[src/fdss_pkg.sv]
// Shared types, constants and the glyph table for the seven-segment driver.
`timescale 1ns / 1ps
`default_nettype none

package fdss_pkg;

  // Converter geometry: magnitude bits shifted in, BCD bits held
  localparam int MAG_W   = 14;
  localparam int BCD_W   = 16;
  localparam int DIGIT_N = 4;
  localparam int STEP_W  = $clog2(MAG_W);

  // Fixed segment patterns, A in bit 7 down to P in bit 0
  localparam logic [7:0] SEG_BLANK = 8'b0000_0000;
  localparam logic [7:0] SEG_OVER  = 8'b1000_0000;
  localparam logic [7:0] SEG_UNDER = 8'b0001_0000;
  localparam logic [7:0] SEG_MINUS = 8'b0000_0010;

  // Decimal display range
  localparam logic signed [15:0] DEC_MAX = 16'sd9999;
  localparam logic signed [15:0] DEC_MIN = -16'sd999;

  // Item kinds
  localparam logic MODE_LOAD = 1'b0;
  localparam logic MODE_TICK = 1'b1;

  // Register indexes
  localparam logic REG_COMMON_CATHODE = 1'b0;

  // Load sequencer states
  typedef enum logic [0:0] {
    ST_IDLE,
    ST_CONV
  } state_t;

  // Converter status toward the sequencer
  typedef struct packed {
    logic busy;
    logic done;
  } bcd_stat_t;

  // Hex digit to segment pattern
  function automatic logic [7:0] glyph(input logic [3:0] d);
    logic [7:0] g;
    case (d)
      4'h0:    g = 8'hFC;
      4'h1:    g = 8'h60;
      4'h2:    g = 8'hDA;
      4'h3:    g = 8'hF2;
      4'h4:    g = 8'h66;
      4'h5:    g = 8'hB6;
      4'h6:    g = 8'hBE;
      4'h7:    g = 8'hE0;
      4'h8:    g = 8'hFE;
      4'h9:    g = 8'hF6;
      4'hA:    g = 8'hEE;
      4'hB:    g = 8'h3E;
      4'hC:    g = 8'h9C;
      4'hD:    g = 8'h7A;
      4'hE:    g = 8'h9E;
      default: g = 8'h8E;
    endcase
    return g;
  endfunction

endpackage

`default_nettype wire

[src/fdss_bcd.sv]
// Bit-serial binary to BCD converter (shift and add-3), one bit per cycle.
`timescale 1ns / 1ps
`default_nettype none

module fdss_bcd
  import fdss_pkg::*;
(
  input  wire logic             clk,
  input  wire logic             rst_n,
  input  wire logic             start,
  input  wire logic [MAG_W-1:0] bin,
  output bcd_stat_t             stat,
  output logic [BCD_W-1:0]      bcd
);

  logic [MAG_W-1:0]  shreg_r, shreg_nxt;
  logic [BCD_W-1:0]  bcd_r, bcd_nxt;
  logic [STEP_W-1:0] step_r, step_nxt;
  logic              busy_r, busy_nxt;
  logic              done_r, done_nxt;
  logic [BCD_W-1:0]  adj;

  // Add 3 to every digit that is 5 or more before the shift
  always_comb begin
    for (int i = 0; i < DIGIT_N; i++) begin
      adj[4*i +: 4] = (bcd_r[4*i +: 4] >= 4'd5) ? bcd_r[4*i +: 4] + 4'd3
                                                 : bcd_r[4*i +: 4];
    end
  end

  // Step control
  always_comb begin
    shreg_nxt = shreg_r;
    bcd_nxt   = bcd_r;
    step_nxt  = step_r;
    busy_nxt  = busy_r;
    done_nxt  = 1'b0;
    if (start) begin
      shreg_nxt = bin;
      bcd_nxt   = '0;
      step_nxt  = '0;
      busy_nxt  = 1'b1;
    end else if (busy_r) begin
      shreg_nxt = {shreg_r[MAG_W-2:0], 1'b0};
      bcd_nxt   = {adj[BCD_W-2:0], shreg_r[MAG_W-1]};
      step_nxt  = step_r + 1'b1;
      if (step_r == STEP_W'(MAG_W - 1)) begin
        busy_nxt = 1'b0;
        done_nxt = 1'b1;
      end
    end
  end

  always_ff @(posedge clk) begin
    if (!rst_n) begin
      busy_r <= 1'b0;
      done_r <= 1'b0;
      step_r <= '0;
    end else begin
      busy_r <= busy_nxt;
      done_r <= done_nxt;
      step_r <= step_nxt;
    end
    shreg_r <= shreg_nxt;
    bcd_r   <= bcd_nxt;
  end

  assign stat.busy = busy_r;
  assign stat.done = done_r;
  assign bcd       = bcd_r;

endmodule

`default_nettype wire

[src/fdss_cfg.sv]
// APB-style configuration register holding the display polarity.
`timescale 1ns / 1ps
`default_nettype none

module fdss_cfg
  import fdss_pkg::*;
(
  input  wire logic        clk,
  input  wire logic        rst_n,
  input  wire logic        psel,
  input  wire logic        penable,
  input  wire logic        pwrite,
  input  wire logic [2:0]  paddr,
  input  wire logic [31:0] pwdata,
  output logic [31:0]      prdata,
  output logic             pready,
  output logic             common_cathode
);

  logic cc_r, cc_nxt;
  logic wr_en;

  // Write at the access phase
  assign wr_en = psel && penable && pwrite && pready;

  always_comb begin
    cc_nxt = cc_r;
    if (wr_en && (paddr[2] == REG_COMMON_CATHODE)) begin
      cc_nxt = pwdata[0];
    end
  end

  always_ff @(posedge clk) begin
    if (!rst_n) begin
      cc_r <= 1'b1;
    end else begin
      cc_r <= cc_nxt;
    end
  end

  // Read back
  always_comb begin
    prdata = '0;
    if (paddr[2] == REG_COMMON_CATHODE) begin
      prdata = {31'd0, cc_r};
    end
  end

  assign pready         = 1'b1;
  assign common_cathode = cc_r;

endmodule

`default_nettype wire

[src/four_digit_seven_segment_driver.sv]
// Top level: load sequencer, digit pattern store, scan counter and result register.
`timescale 1ns / 1ps
`default_nettype none

// Four-digit multiplexed seven-segment driver. A load transaction (in_mode 0)
// stores four segment patterns; a tick transaction (in_mode 1) advances the
// scan position and returns one result with that digit's segments, a one-hot
// digit enable and the position, polarity set by the common_cathode register
// (address 0). Ticks and hex, overflow and underflow loads need no conversion.
// A decimal load in range goes through the bit-serial shift-and-add-3
// converter, which flags completion before the patterns are stored; no
// transaction is taken meanwhile. Results sit in an output register; any
// input transaction, load or tick, waits until that register is free or
// being emptied.
module four_digit_seven_segment_driver
  import fdss_pkg::*;
(
  input  wire logic               clk,
  input  wire logic               rst_n,
  // input channel
  input  wire logic               in_valid,
  output logic                    in_ready,
  input  wire logic               in_mode,
  input  wire logic signed [15:0] in_value,
  input  wire logic               in_hex_base,
  // result channel
  output logic                    out_valid,
  input  wire logic               out_ready,
  output logic [7:0]              out_segments,
  output logic [3:0]              out_digit_enable,
  output logic [1:0]              out_digit_position,
  // configuration port
  input  wire logic               cfg_psel,
  input  wire logic               cfg_penable,
  input  wire logic               cfg_pwrite,
  input  wire logic [2:0]         cfg_paddr,
  input  wire logic [31:0]        cfg_pwdata,
  output logic [31:0]             cfg_prdata,
  output logic                    cfg_pready
);

  state_t           state_r, state_nxt;
  logic [7:0]       pat_r [DIGIT_N];
  logic [1:0]       scan_r;
  logic             neg_r;
  logic             out_valid_r;
  logic [7:0]       seg_r;
  logic [3:0]       en_r;
  logic [1:0]       pos_r;

  logic             common_cathode;
  bcd_stat_t        bcd_stat;
  logic [BCD_W-1:0] bcd;
  logic             bcd_start;
  logic             accept;
  logic             acc_load;
  logic             acc_tick;
  logic             over;
  logic             under;
  logic [15:0]      abs_val;
  logic [MAG_W-1:0] mag;
  logic             dec_store;
  logic [1:0]       pos_nxt;
  logic [7:0]       seg_sel;
  logic [3:0]       en_sel;
  logic [3:0]       d [DIGIT_N];
  logic [2:0]       lead_nz;

  // Configuration register
  fdss_cfg u_cfg (
    .clk            (clk),
    .rst_n          (rst_n),
    .psel           (cfg_psel),
    .penable        (cfg_penable),
    .pwrite         (cfg_pwrite),
    .paddr          (cfg_paddr),
    .pwdata         (cfg_pwdata),
    .prdata         (cfg_prdata),
    .pready         (cfg_pready),
    .common_cathode (common_cathode)
  );

  // Decimal conversion unit
  fdss_bcd u_bcd (
    .clk   (clk),
    .rst_n (rst_n),
    .start (bcd_start),
    .bin   (mag),
    .stat  (bcd_stat),
    .bcd   (bcd)
  );

  // Input decode
  assign accept   = in_valid && in_ready;
  assign acc_load = accept && (in_mode == MODE_LOAD);
  assign acc_tick = accept && (in_mode == MODE_TICK);
  assign over     = in_value > DEC_MAX;
  assign under    = in_value < DEC_MIN;
  assign abs_val  = in_value[15] ? (~in_value + 16'd1) : in_value;
  assign mag      = abs_val[MAG_W-1:0];

  // Next state
  always_comb begin
    state_nxt = state_r;
    unique case (state_r)
      ST_IDLE: begin
        if (bcd_start) begin
          state_nxt = ST_CONV;
        end
      end
      ST_CONV: begin
        if (bcd_stat.done) begin
          state_nxt = ST_IDLE;
        end
      end
      default: state_nxt = ST_IDLE;
    endcase
  end

  // State outputs
  always_comb begin
    in_ready  = 1'b0;
    bcd_start = 1'b0;
    dec_store = 1'b0;
    unique case (state_r)
      ST_IDLE: begin
        in_ready  = !out_valid_r || out_ready;
        bcd_start = in_valid && in_ready && (in_mode == MODE_LOAD) &&
                    !in_hex_base && !over && !under;
      end
      ST_CONV: begin
        dec_store = bcd_stat.done;
      end
      default: ;
    endcase
  end

  always_ff @(posedge clk) begin
    if (!rst_n) begin
      state_r <= ST_IDLE;
    end else begin
      state_r <= state_nxt;
    end
  end

  // BCD digits, thousands first, and leading-zero blanking flags
  always_comb begin
    for (int i = 0; i < DIGIT_N; i++) begin
      d[i] = bcd[BCD_W-1-4*i -: 4];
    end
    lead_nz[0] = (d[0] != 4'd0);
    lead_nz[1] = lead_nz[0] || (d[1] != 4'd0);
    lead_nz[2] = lead_nz[1] || (d[2] != 4'd0);
  end

  // Pattern store
  always_ff @(posedge clk) begin
    if (!rst_n) begin
      for (int i = 0; i < DIGIT_N; i++) begin
        pat_r[i] <= SEG_BLANK;
      end
    end else if (acc_load && in_hex_base) begin
      for (int i = 0; i < DIGIT_N; i++) begin
        pat_r[i] <= glyph(in_value[15-4*i -: 4]);
      end
    end else if (acc_load && over) begin
      for (int i = 0; i < DIGIT_N; i++) begin
        pat_r[i] <= SEG_OVER;
      end
    end else if (acc_load && under) begin
      for (int i = 0; i < DIGIT_N; i++) begin
        pat_r[i] <= SEG_UNDER;
      end
    end else if (dec_store) begin
      // leftmost digit carries the minus sign for negative values
      pat_r[0] <= neg_r ? SEG_MINUS : (lead_nz[0] ? glyph(d[0]) : SEG_BLANK);
      for (int i = 1; i < DIGIT_N-1; i++) begin
        pat_r[i] <= lead_nz[i] ? glyph(d[i]) : SEG_BLANK;
      end
      pat_r[DIGIT_N-1] <= glyph(d[DIGIT_N-1]);
    end
  end

  // Sign of the value being converted
  always_ff @(posedge clk) begin
    if (bcd_start) begin
      neg_r <= in_value[15];
    end
  end

  // Scan position and result selection with polarity
  assign pos_nxt = scan_r + 2'd1;

  always_comb begin
    seg_sel = pat_r[pos_nxt];
    en_sel  = 4'(1) << pos_nxt;
    if (common_cathode) begin
      en_sel = ~en_sel;
    end else begin
      seg_sel = ~seg_sel;
    end
  end

  always_ff @(posedge clk) begin
    if (!rst_n) begin
      scan_r      <= '0;
      out_valid_r <= 1'b0;
    end else begin
      if (acc_tick) begin
        scan_r      <= pos_nxt;
        out_valid_r <= 1'b1;
      end else if (out_ready) begin
        out_valid_r <= 1'b0;
      end
    end
  end

  // Result register
  always_ff @(posedge clk) begin
    if (acc_tick) begin
      seg_r <= seg_sel;
      en_r  <= en_sel;
      pos_r <= pos_nxt;
    end
  end

  assign out_valid          = out_valid_r;
  assign out_segments       = seg_r;
  assign out_digit_enable   = en_r;
  assign out_digit_position = pos_r;

endmodule

`default_nettype wire
[config.mk]
export PLATFORM = sky130hd
export DESIGN_NAME = four_digit_seven_segment_driver
export DESIGN_NICKNAME = d
export VERILOG_FILES = /design/src/fdss_pkg.sv /design/src/fdss_bcd.sv /design/src/fdss_cfg.sv /design/src/four_digit_seven_segment_driver.sv
export SDC_FILE = /design/constraint.sdc
export NUM_CORES = 1
export LEC_CHECK = 0
export BUFFER_PORTS_ARGS = -buffer_cell sky130_fd_sc_hd__buf_2
export CAP_MARGIN = 10
export CORE_MARGIN = 2
export CORE_UTILIZATION = 45
export CTS_CLUSTER_SIZE = 10
export DETAILED_ROUTE_END_ITERATION = 12
export PLACE_DENSITY = 0.68
export SYNTH_ARGS = -nofsm -noshare
export SYNTH_HDL_FRONTEND = slang
export SYNTH_SLANG_ARGS = --single-unit
[constraint.sdc]
create_clock -name clk -period 4.2 [get_ports clk]
set_input_delay 0.84 -clock clk [delete_from_list [all_inputs] [get_ports clk]]
set_output_delay 0.84 -clock clk [all_outputs]
set_load 0.05 [all_outputs]
==> results.sh, run 1 <==
export IMPL_status="finished, final reports clean"
export IMPL_post_cts_buffers=0
export IMPL_grt_usage_pct=18.9
export IMPL_globalplace_congestion=0.888
export IMPL_synth_enable_flop_cells=50
export IMPL_cellLeakagePower_uw=0.00331
export IMPL_power_switching_uw=1410
export IMPL_setup_viol=0
export IMPL_yosysSeqAreaShare_pct=37.9
export IMPL_grt_start_max_net_pins=28
export IMPL_ctsResizeCount=0
export IMPL_dp_final_hpwl_um=11800
export IMPL_drv_slew=0
export IMPL_post_route_util_pct=49.5
export IMPL_drv_cap=0
export IMPL_nets=921
export IMPL_cp_depth=16
export IMPL_hold_slack_ns=0.487
export IMPL_synth_seq_cells=112
export IMPL_ctsHoldBuffers=0
export IMPL_finalSetupTns_ns=0
export IMPL_grt_ovfl_total=0
export IMPL_port_buffers=43
export IMPL_drc=0
export IMPL_max_freq_ghz=0.278
export IMPL_multi_input_area_um2=4000
export IMPL_critPathArrivalTime_ns=3.88
export IMPL_grt_pass1_vias=4868
export IMPL_syn_avg_cell_area_um2=9.49
export IMPL_die_height_um=131
export IMPL_ios=109
export IMPL_path_buf_inv=4
export IMPL_drive_gt1_share_pct=13.1
export IMPL_syn_cell_area_um2=7240
export IMPL_whs_path_depth=2
export IMPL_die_w_um=131
export IMPL_syn_inst=763
export IMPL_clk_pin_slew_worst_paths_ns=0.07
export IMPL_worstSetupStartpointType="primary input"
export IMPL_cts_root_buf="clkbuf_16"
export IMPL_crit_path_max_fanout=19
export IMPL_clockPowerShare_pct=22.2
export IMPL_cts_tree="yes"
export IMPL_crit_type="in -> reg"
export IMPL_yosys_warnings=0
export IMPL_finalClockSkew_ns=0.00534
export IMPL_vias_per_cell=5.38
export IMPL_grt_pass1_wl_um=24900
export IMPL_crit_slowest_cell="or4b_1"
export IMPL_async_flop_share_pct=0
export IMPL_drtAntennaViolNets=0
export IMPL_max_slew_margin_pct=36.6
export IMPL_swShare_pct=36.8
export IMPL_synth_cell_types=67
export IMPL_p_seq_share_pct=39.2
export IMPL_hold_path_class="reg -> reg"
export IMPL_cpPeakStageDelay_ns=0.51
export IMPL_hold_viol_final=0
export IMPL_p_comb_share_pct=38.7
export IMPL_dieArea_um2=17100
export IMPL_syn2layout_area_growth_pct=8.30
export IMPL_initial_core_util_pct=45.7
export IMPL_worstMarginPinSlew_ns=0.951
export IMPL_min_period_ns=3.60
export IMPL_r2r_cells=11
export IMPL_rsz0062_at_grt="false"
export IMPL_ys_flop_type="dfxtp_1"
export IMPL_routed_wl_um=15600
export IMPL_fin_crit_sh_pct=85.6
export IMPL_end_kind="flop"
export IMPL_drt_iter0_markers=499
export IMPL_cts_sinks=112
export IMPL_coreArea_um2=15800
export IMPL_seq_area_um2=2740
export IMPL_cts_buffers=9
export IMPL_cts_max_level=3
export IMPL_antenna_cells=0
export IMPL_wire_per_inst_um=15.4
export IMPL_crit_chain="buf_2 -> inv_1 -> ha_1 -> or4b_1 -> a311o_1 -> a21o_1 -> nor2_2 -> nand2_2 -> clkinv_2 -> nor2_1 -> inv_1 -> ha_1 -> nand2_1 -> o21ai_0 -> o22a_1 -> o22ai_1"
export IMPL_nFillCells=1484
export IMPL_antenna_found_initial=1
export IMPL_clock_latency_ns=0.36
export IMPL_critical_path_required_ns=4.48
export IMPL_peakVddDrop_uv=207
export IMPL_vias=5459
export IMPL_powerDensity_nw_per_um2=488
export IMPL_clockBufferDepth=2
export IMPL_crit_family="compound AO/OA/AOI/OAI gates"
export IMPL_internal_power_uw=2420
export IMPL_drtPass1Iterations=5
export IMPL_rows=46
## through the flow
stage               cells  worst slack (ns)  power [uW]  cell area [um2]
floorplan             793             0.733        2680             7350
global route         1015             0.393        4110             7840
finish               1015             0.605        3830             7840
detailed placement    999             0.276        3000             7540
CTS                  1015             0.629        3850             7840
global placement      999             0.280        2970             7540
## cell usage in the layout (no fill, tap or decap), drive strengths merged, types with 6 or more instances in the layout
cell and n:
nor2 70, ha 67, dfxtp 62, buf 61
nand2 52, edfxtp 50, inv 48, a21oi 44
o21ai 39, conb 32, xnor2 21, mux2i 21
nor2b 18, nand2b 17, a21o 11, o22ai 11
xor2 10, clkbuf 10, nand3 9, and3 9
mux2 9, a31oi 8, mux4 8, a22o 7
o211ai 7, a22oi 7, nor3 6
## metal layers
metal  global-route usage (%)  up-vias  wire (um)
met5                        0        -          0
li1                         -     2729          -
met4                     6.82        0        326
met3                     3.26       24        895
met1                     25.7     2540       7210
met2                     30.3      166       7170
## power by group through the flow
stage / logic, uW / clock network [uW] / registers [uW]
after global placement: 1450 / 0 / 1520
after floorplan: 1180 / 0 / 1500
after CTS: 1480 / 868 / 1500
after detailed placement: 1470 / 0 / 1520
final: 1480 / 848 / 1500
after global routing: 1670 / 920 / 1520
## path summary, 6_finish.rpt
check	startpoint	slack, ns	end
setup / recovery	in_value[5]	0.60	flop
hold / removal	pat_r[2][7]$_SDFFE_PP0P_	0.49	pat_r[2][7]$_SDFFE_PP0P_
setup reg to reg	u_bcd.bcd[0]$_SDFFE_PN0P_	1.19	flop
hold reg to reg	pat_r[2][7]$_SDFFE_PP0P_	0.49	pat_r[2][7]$_SDFFE_PP0P_
## tightest hold or removal path: stages, from the launching register on
cell and delay (ns):
dfxtp_1 0.32, nand3_1 0.06, o21ai_0 0.06
## final cells by class
| cell class | count | share of cell area (%) |
|---|---|---|
| timing repair buffer | 61 | 4.47 |
| inverter | 47 | 2.27 |
| clock inverter | 6 | 0.607 |
| clock buffer | 10 | 3.19 |
| tap | 216 | 3.45 |
| sequential | 112 | 35.0 |
| multi-input combinational | 563 | 51.0 |
## logic make-up (layout without fill, tap and decap cells)
| logic type | after synthesis | in the layout | share of synthesized area [%] |
|---|---|---|---|
| flip-flops | 112 | 112 | 37.9 |
| adder cells (fa/ha/maj) | 67 | 67 | 11.6 |
| AO/OA/AOI/OAI | 186 | 186 | 17.2 |
| AND/OR/NAND/NOR | 209 | 209 | 14.3 |
| XOR/XNOR | 31 | 31 | 3.75 |
| other | 2 | 32 | 0.104 |
| buffers and inverters | 118 | 124 | 8.40 |
| multiplexers | 38 | 38 | 6.79 |
## synthesized netlist by cell type (3+ instances only)
library cell | count | share of area [%]
nor2_1 | 68 | 3.5
ha_1 | 67 | 12
dfxtp_1 | 62 | 17
nand2_1 | 51 | 2.6
edfxtp_1 | 50 | 21
inv_1 | 46 | 2.4
a21oi_1 | 44 | 3.0
o21ai_0 | 39 | 2.7
buf_4 | 36 | 3.7
clkbuf_1 | 26 | 1.3
mux2i_1 | 21 | 2.9
xnor2_1 | 21 | 2.5
nor2b_1 | 18 | 1.6
nand2b_1 | 17 | 1.5
a21o_1 | 11 | 1.1
o22ai_1 | 11 | 0.95
xor2_1 | 10 | 1.2
and3_1 | 9 | 0.78
nand3_1 | 9 | 0.62
a31oi_1 | 8 | 0.69
mux2_2 | 8 | 1.2
mux4_2 | 8 | 2.5
a22o_1 | 7 | 0.85
o211ai_1 | 7 | 0.73
a22oi_1 | 6 | 0.62
nor3_1 | 6 | 0.41
a311oi_1 | 5 | 0.60
nand4_1 | 5 | 0.43
o22a_1 | 5 | 0.60
o31ai_1 | 5 | 0.52
a2111oi_0 | 4 | 0.48
and2_1 | 4 | 0.35
buf_1 | 4 | 0.21
o2bb2ai_1 | 4 | 0.48
o311ai_0 | 4 | 0.48
or3b_2 | 4 | 0.48
a211oi_1 | 3 | 0.31
a221oi_1 | 3 | 0.36
a222oi_1 | 3 | 0.41
a2bb2oi_1 | 3 | 0.36
a32oi_1 | 3 | 0.36
nor3b_1 | 3 | 0.31
nor4_1 | 3 | 0.26
No activity file was read; power rests on OpenSTA's default activity.
==> run 2, diff against run 1 <==
--- a/config.mk
+++ b/config.mk
@@ -11,7 +11,7 @@
 export CORE_UTILIZATION = 45
 export CTS_CLUSTER_SIZE = 10
 export DETAILED_ROUTE_END_ITERATION = 12
-export PLACE_DENSITY = 0.68
+export PLACE_DENSITY = 0.61
 export SYNTH_ARGS = -nofsm -noshare
 export SYNTH_HDL_FRONTEND = slang
 export SYNTH_SLANG_ARGS = --single-unit
==> run 2 against run 1 <==
Against the previous run:
- sequential power about the same
- global-route usage increased by 0.77 points
- highest routed layer unchanged
- clock skew is 0.0026 ns higher
- critical path type unchanged
- cell area shrank 0.26%
- largest power group unchanged
==> results.sh, run 2 (synthesized netlist as in run 1, its figures left out) <==
export IMPL_status="finished, final reports clean"
export IMPL_drive_gt1_share_pct=11.9
export IMPL_setup_viol=0
export IMPL_cts_sinks=112
export IMPL_r2r_cells=6
export IMPL_nets=912
export IMPL_drc=0
export IMPL_cpPeakStageDelay_ns=0.46
export IMPL_drtPass1Iterations=5
export IMPL_clock_latency_ns=0.35
export IMPL_clockBufferDepth=2
export IMPL_setup_ws_ns=0.563
export IMPL_wire_per_inst_um=16.3
export IMPL_grt_pass1_wl_um=26000
export IMPL_cts_tree="yes"
export IMPL_critPathArrivalTime_ns=3.92
export IMPL_drt_iter0_markers=379
export IMPL_antenna_cells=0
export IMPL_max_slew_margin_pct=34.6
export IMPL_antenna_found_initial=0
export IMPL_rows=46
export IMPL_min_period_ns=3.64
export IMPL_fin_crit_sh_pct=86.6
export IMPL_clk_pin_slew_worst_paths_ns=0.07
export IMPL_max_freq_ghz=0.275
export IMPL_ios=109
export IMPL_cts_root_buf="clkbuf_16"
export IMPL_drtAntennaViolNets=0
export IMPL_port_buffers=43
export IMPL_hold_viol_final=0
export IMPL_r2r_start="u_bcd.busy_r$_SDFF_PN0_"
export IMPL_holdCritStartpoint="pat_r[2][7]$_SDFFE_PP0P_"
export IMPL_crit_path_max_fanout=20
export IMPL_end_kind="flop"
export IMPL_pre_cts_slack_ns=0.230
export IMPL_r2r_slack_ns=1.20
export IMPL_worstMarginPinSlew_ns=0.981
export IMPL_die_height_um=131
export IMPL_critical_path_required_ns=4.48
export IMPL_rsz0062_at_grt="false"
export IMPL_grt_usage_pct=19.6
export IMPL_whs_path_depth=2
export IMPL_cts_max_level=3
export IMPL_grt_ovfl_total=0
export IMPL_die_w_um=131
export IMPL_powerDensity_nw_per_um2=509
export IMPL_hold_path_class="reg -> reg"
export IMPL_finalSetupTns_ns=0
export IMPL_dieArea_um2=17100
export IMPL_vias_per_cell=5.41
export IMPL_ctsHoldBuffers=0
export IMPL_finalClockSkew_ns=0.00795
export IMPL_post_cts_buffers=0
export IMPL_cellLeakagePower_uw=0.00329
export IMPL_routed_wl_um=16400
export IMPL_layout_commonest_cell="nor2_1"
export IMPL_crit_chain="buf_2 -> inv_1 -> ha_1 -> or4b_1 -> a311o_1 -> a21o_1 -> nor2_2 -> nand2_2 -> clkinv_2 -> nor2_1 -> inv_1 -> ha_1 -> nand2_1 -> o21ai_0 -> o22a_1 -> o22ai_1"
export IMPL_dp_final_hpwl_um=12500
export IMPL_crit_slowest_cell="or4b_1"
export IMPL_ctsResizeCount=0
export IMPL_globalplace_congestion=0.899
export IMPL_worstSetupStartpointType="primary input"
export IMPL_min_to="pat_r[2][7]$_SDFFE_PP0P_"
export IMPL_grt_pass1_vias=5091
export IMPL_cts_buffers=9
export IMPL_coreArea_um2=15800
export IMPL_crit_type="in -> reg"
export IMPL_syn2layout_area_growth_pct=8.02
export IMPL_drv_cap=0
export IMPL_vias=5446
export IMPL_peakVddDrop_uv=215
export IMPL_initial_core_util_pct=45.7
export IMPL_grt_start_max_net_pins=36
export IMPL_final_cell_mix="nor2_1, ha_1, dfxtp_1"
export IMPL_drv_slew=0
[run 2: cell types whose count changed in the layout (fill, tap and decap cells not counted), sizes merged]
cell | before | now
buf | 61 | 52
bufinv | 0 | 3
clkinvlp | 1 | 0
inv | 48 | 46
[run 2: report_power, final]
part	leakage, uW	switching [uW]	internal (uW)
clock	0.000168	379	596
combinational	0.00212	893	604
sequential	0.00100	139	1370
[run 2: critical path, delay by kind of cell]
kind            cells  cell delay (ns)
compound gates      5             1.03
fa+ha+maj           2             0.46
buf+inv             4             0.71
simple gates        5             0.86
[run 2: per-layer routing]
metal	vias up	wire, um	GRT usage, %	part of all wire, %
li1	2705	-	-	-
met1	2580	7580	25.8	46
met2	140	7710	32.8	47
met3	21	703	2.89	4.3
met4	0	363	7.57	2.2
met5	-	0	0	0
[run 2: cell type report]
type | instances | area [um2]
Clock inverter | 6 | 106
Sequential cell | 112 | 2740
Timing Repair Buffer | 52 | 283
Inverter | 47 | 178
Fill cell | 1478 | 8010
Clock buffer | 10 | 239
Multi-Input combinational cell | 563 | 4000
Tap cell | 216 | 270
[run 2: through the flow]
stage | std cells | hold slack [ns] | utilization (%) | total power [uW] | cell area [um2]
detailed placement | 990 | 0.491 | 47.2 | 3020 | 7470
global placement | 990 | 0.485 | 47.2 | 2950 | 7470
floorplan | 793 | 0.439 | - | 2680 | 7350
global route | 1006 | 0.537 | 49.4 | 4260 | 7820
CTS | 1006 | 0.500 | 49.4 | 4000 | 7820
finish | 1006 | 0.501 | 49.4 | 3980 | 7820
[run 2: worst max-delay path by stage]
stage / from / to / slack (ns) / cells past startpoint
after CTS: in_value[4] / flop / 0.58 / 16
after floorplan: in_value[4] / flop / 0.73 / 16
final: in_value[4] / flop / 0.56 / 16
after detailed placement: in_value[4] / flop / 0.23 / 16
after global placement: in_value[4] / flop / 0.28 / 16
after global routing: in_value[0] / flop / 0.32 / 16
==> run 3, diff against run 2 <==
--- a/config.mk
+++ b/config.mk
@@ -7,6 +7,7 @@
 export LEC_CHECK = 0
 export BUFFER_PORTS_ARGS = -buffer_cell sky130_fd_sc_hd__buf_2
 export CAP_MARGIN = 10
+export CORE_ASPECT_RATIO = 0.5
 export CORE_MARGIN = 2
 export CORE_UTILIZATION = 45
 export CTS_CLUSTER_SIZE = 10
==> constraint.sdc (replaced) <==
create_clock -name clk -period 4.7 [get_ports clk]
set_input_delay 0.94 -clock clk [delete_from_list [all_inputs] [get_ports clk]]
set_output_delay 0.94 -clock clk [all_outputs]
set_load 0.05 [all_outputs]
==> run 3 against run 2 <==
Against the previous run:
- critical path depth grew 1
- via count shrank 0.48%
- total power shrank 11%
- cell area is the same
- critical path type unchanged
- largest cell class unchanged
==> results.sh, run 3 (synthesized netlist as in run 1, its figures left out) <==
export IMPL_nets=915
export IMPL_cellLeakagePower_uw=0.00330
export IMPL_dieArea_um2=17200
export IMPL_worstMarginPinSlew_ns=1.03
export IMPL_end_kind="flop"
export IMPL_crit_family="compound AO/OA/AOI/OAI gates"
export IMPL_finalSetupTns_ns=0
export IMPL_grt_usage_pct=19.8
export IMPL_hold_slack_ns=0.506
export IMPL_antenna_cells=0
export IMPL_final_cell_count_no_fill=997
export IMPL_powerDensity_nw_per_um2=453
export IMPL_vias_per_cell=5.44
export IMPL_grt_pass1_wl_um=26400
export IMPL_rsz0062_at_grt="false"
export IMPL_layout_commonest_cell="nor2_1"
export IMPL_clockBufferDepth=2
export IMPL_cts_tree="yes"
export IMPL_swShare_pct=37.6
export IMPL_setup_ws_ns=0.854
export IMPL_clockPowerShare_pct=23.1
export IMPL_top_layer_used="met4"
export IMPL_hold_viol_final=0
export IMPL_nFillCells=1414
export IMPL_ctsHoldBuffers=0
export IMPL_drive_gt1_share_pct=12.5
export IMPL_whs_path_depth=2
export IMPL_dr_wl_met2_um=7140
export IMPL_cts_root_buf="clkbuf_16"
export IMPL_post_route_util_pct=50.2
export IMPL_holdCritStartpoint="pat_r[2][7]$_SDFFE_PP0P_"
export IMPL_finalClockSkew_ns=0.0142
export IMPL_wl_met3_um=840
export IMPL_p_seq_share_pct=38.3
export IMPL_rows=32
export IMPL_drv_slew=0
export IMPL_post_cts_buffers=0
export IMPL_antenna_found_initial=0
export IMPL_path_buf_inv=5
export IMPL_ctsResizeCount=0
export IMPL_crit_slowest_cell="a21oi_1"
export IMPL_port_buffers=43
export IMPL_routed_wl_um=16800
export IMPL_clk_pin_slew_worst_paths_ns=0.09
export IMPL_min_period_ns=3.85
export IMPL_r2r_cells=11
export IMPL_crit_chain="buf_2 -> inv_1 -> ha_1 -> nor2b_1 -> o21ai_0 -> a21oi_1 -> nor2_2 -> nand2_2 -> clkinv_2 -> buf_4 -> nor2_1 -> inv_1 -> ha_1 -> nand2_1 -> o21ai_0 -> o22a_1 -> o22ai_1"
export IMPL_cp_depth=17
export IMPL_wire_per_inst_um=16.8
export IMPL_peakVddDrop_uv=184
export IMPL_drt_met1_wl_um=8640
export IMPL_r2r_start="u_bcd.bcd[4]$_SDFFE_PN0P_"
export IMPL_ios=109
export IMPL_crit_type="in -> reg"
export IMPL_status="finished, final reports clean"
export IMPL_crit_path_max_fanout=6
export IMPL_worstSetupStartpointType="primary input"
export IMPL_critPathArrivalTime_ns=4.11
export IMPL_die_height_um=93.7
export IMPL_drv_cap=0
export IMPL_cts_max_level=3
export IMPL_dp_cells=981
export IMPL_drtAntennaViolNets=0
export IMPL_crit_path_start="in_value[0]"
export IMPL_max_freq_ghz=0.260
export IMPL_clock_latency_ns=0.36
export IMPL_final_cell_mix="nor2_1, ha_1, dfxtp_1"
export IMPL_internal_power_uw=2210
export IMPL_grt_ovfl_total=0
export IMPL_hold_path_class="reg -> reg"
export IMPL_cpPeakStageDelay_ns=0.49
export IMPL_grt_start_max_net_pins=32
export IMPL_drtPass1Iterations=5
export IMPL_fin_crit_sh_pct=81.8
export IMPL_dp_final_hpwl_um=12600
export IMPL_die_w_um=183
export IMPL_max_slew_margin_pct=31.5
export IMPL_initial_core_util_pct=46.5
export IMPL_drc=0
export IMPL_drt_iter0_markers=463
export IMPL_grt_pass1_vias=4908
export IMPL_pre_cts_slack_ns=0.605
export IMPL_setup_viol=0
export IMPL_p_comb_share_pct=38.6
export IMPL_syn2layout_area_growth_pct=8.02
export IMPL_globalplace_congestion=0.897
export IMPL_cts_sinks=112
export IMPL_critical_path_required_ns=4.97
export IMPL_power_switching_uw=1330
export IMPL_coreArea_um2=15600
export IMPL_vias=5420
export IMPL_cts_buffers=9
## run 3: cell count changes in the layout (fill, tap and decap cells not counted), moves of 2 or more
cell and delta:
buf_4 +2, bufinv_16 -2, clkinv_1 -2, clkinv_8 +2
## run 3: per-stage QoR
stage | total power [uW] | cell area [um2]
after global routing | 3770 | 7820
after global placement | 2690 | 7490
after CTS | 3550 | 7820
final | 3540 | 7820
after floorplan | 2390 | 7350
after detailed placement | 2730 | 7490
## run 3: final timing paths
kind              slack [ns]                        to
setup / recovery        0.85                      flop
hold / removal          0.51  pat_r[2][7]$_SDFFE_PP0P_
setup reg to reg        1.70                      flop
hold reg to reg         0.51  pat_r[2][7]$_SDFFE_PP0P_
## run 3: area by class of cell
type                            instances  area, um2  share of cell area, %
Clock inverter                          7        100                   1.28
Sequential cell                       112       2740                   35.1
Clock buffer                            9        225                   2.88
Multi-Input combinational cell        563       4000                   51.2
Timing Repair Buffer                   55        318                   4.06
Tap cell                              204        255                   3.26
Inverter                               47        178                   2.27
## run 3: worst register-to-register path: cells and delay by family, from the launching register on
kind | cells | cell delay (ns)
simple gates | 4 | 0.97
mux | 1 | 0.13
buf+inv | 2 | 0.27
compound gates | 2 | 0.68
flops | 1 | 0.39
fa+ha+maj | 2 | 0.47
## run 3: power by group through the flow
stage               clock network [uW]  registers (uW)  logic (uW)
floorplan                            0            1340        1050
global placement                     0            1370        1320
global route                       877            1380        1520
CTS                                839            1360        1360
detailed placement                   0            1380        1350
finish                             819            1360        1370
## run 3: routing by layer
metal	global-route usage (%)	up-vias
met1	29.5	2520
met4	3.93	0
met2	30.7	178
met5	0	-
met3	2.83	15
li1	-	2707
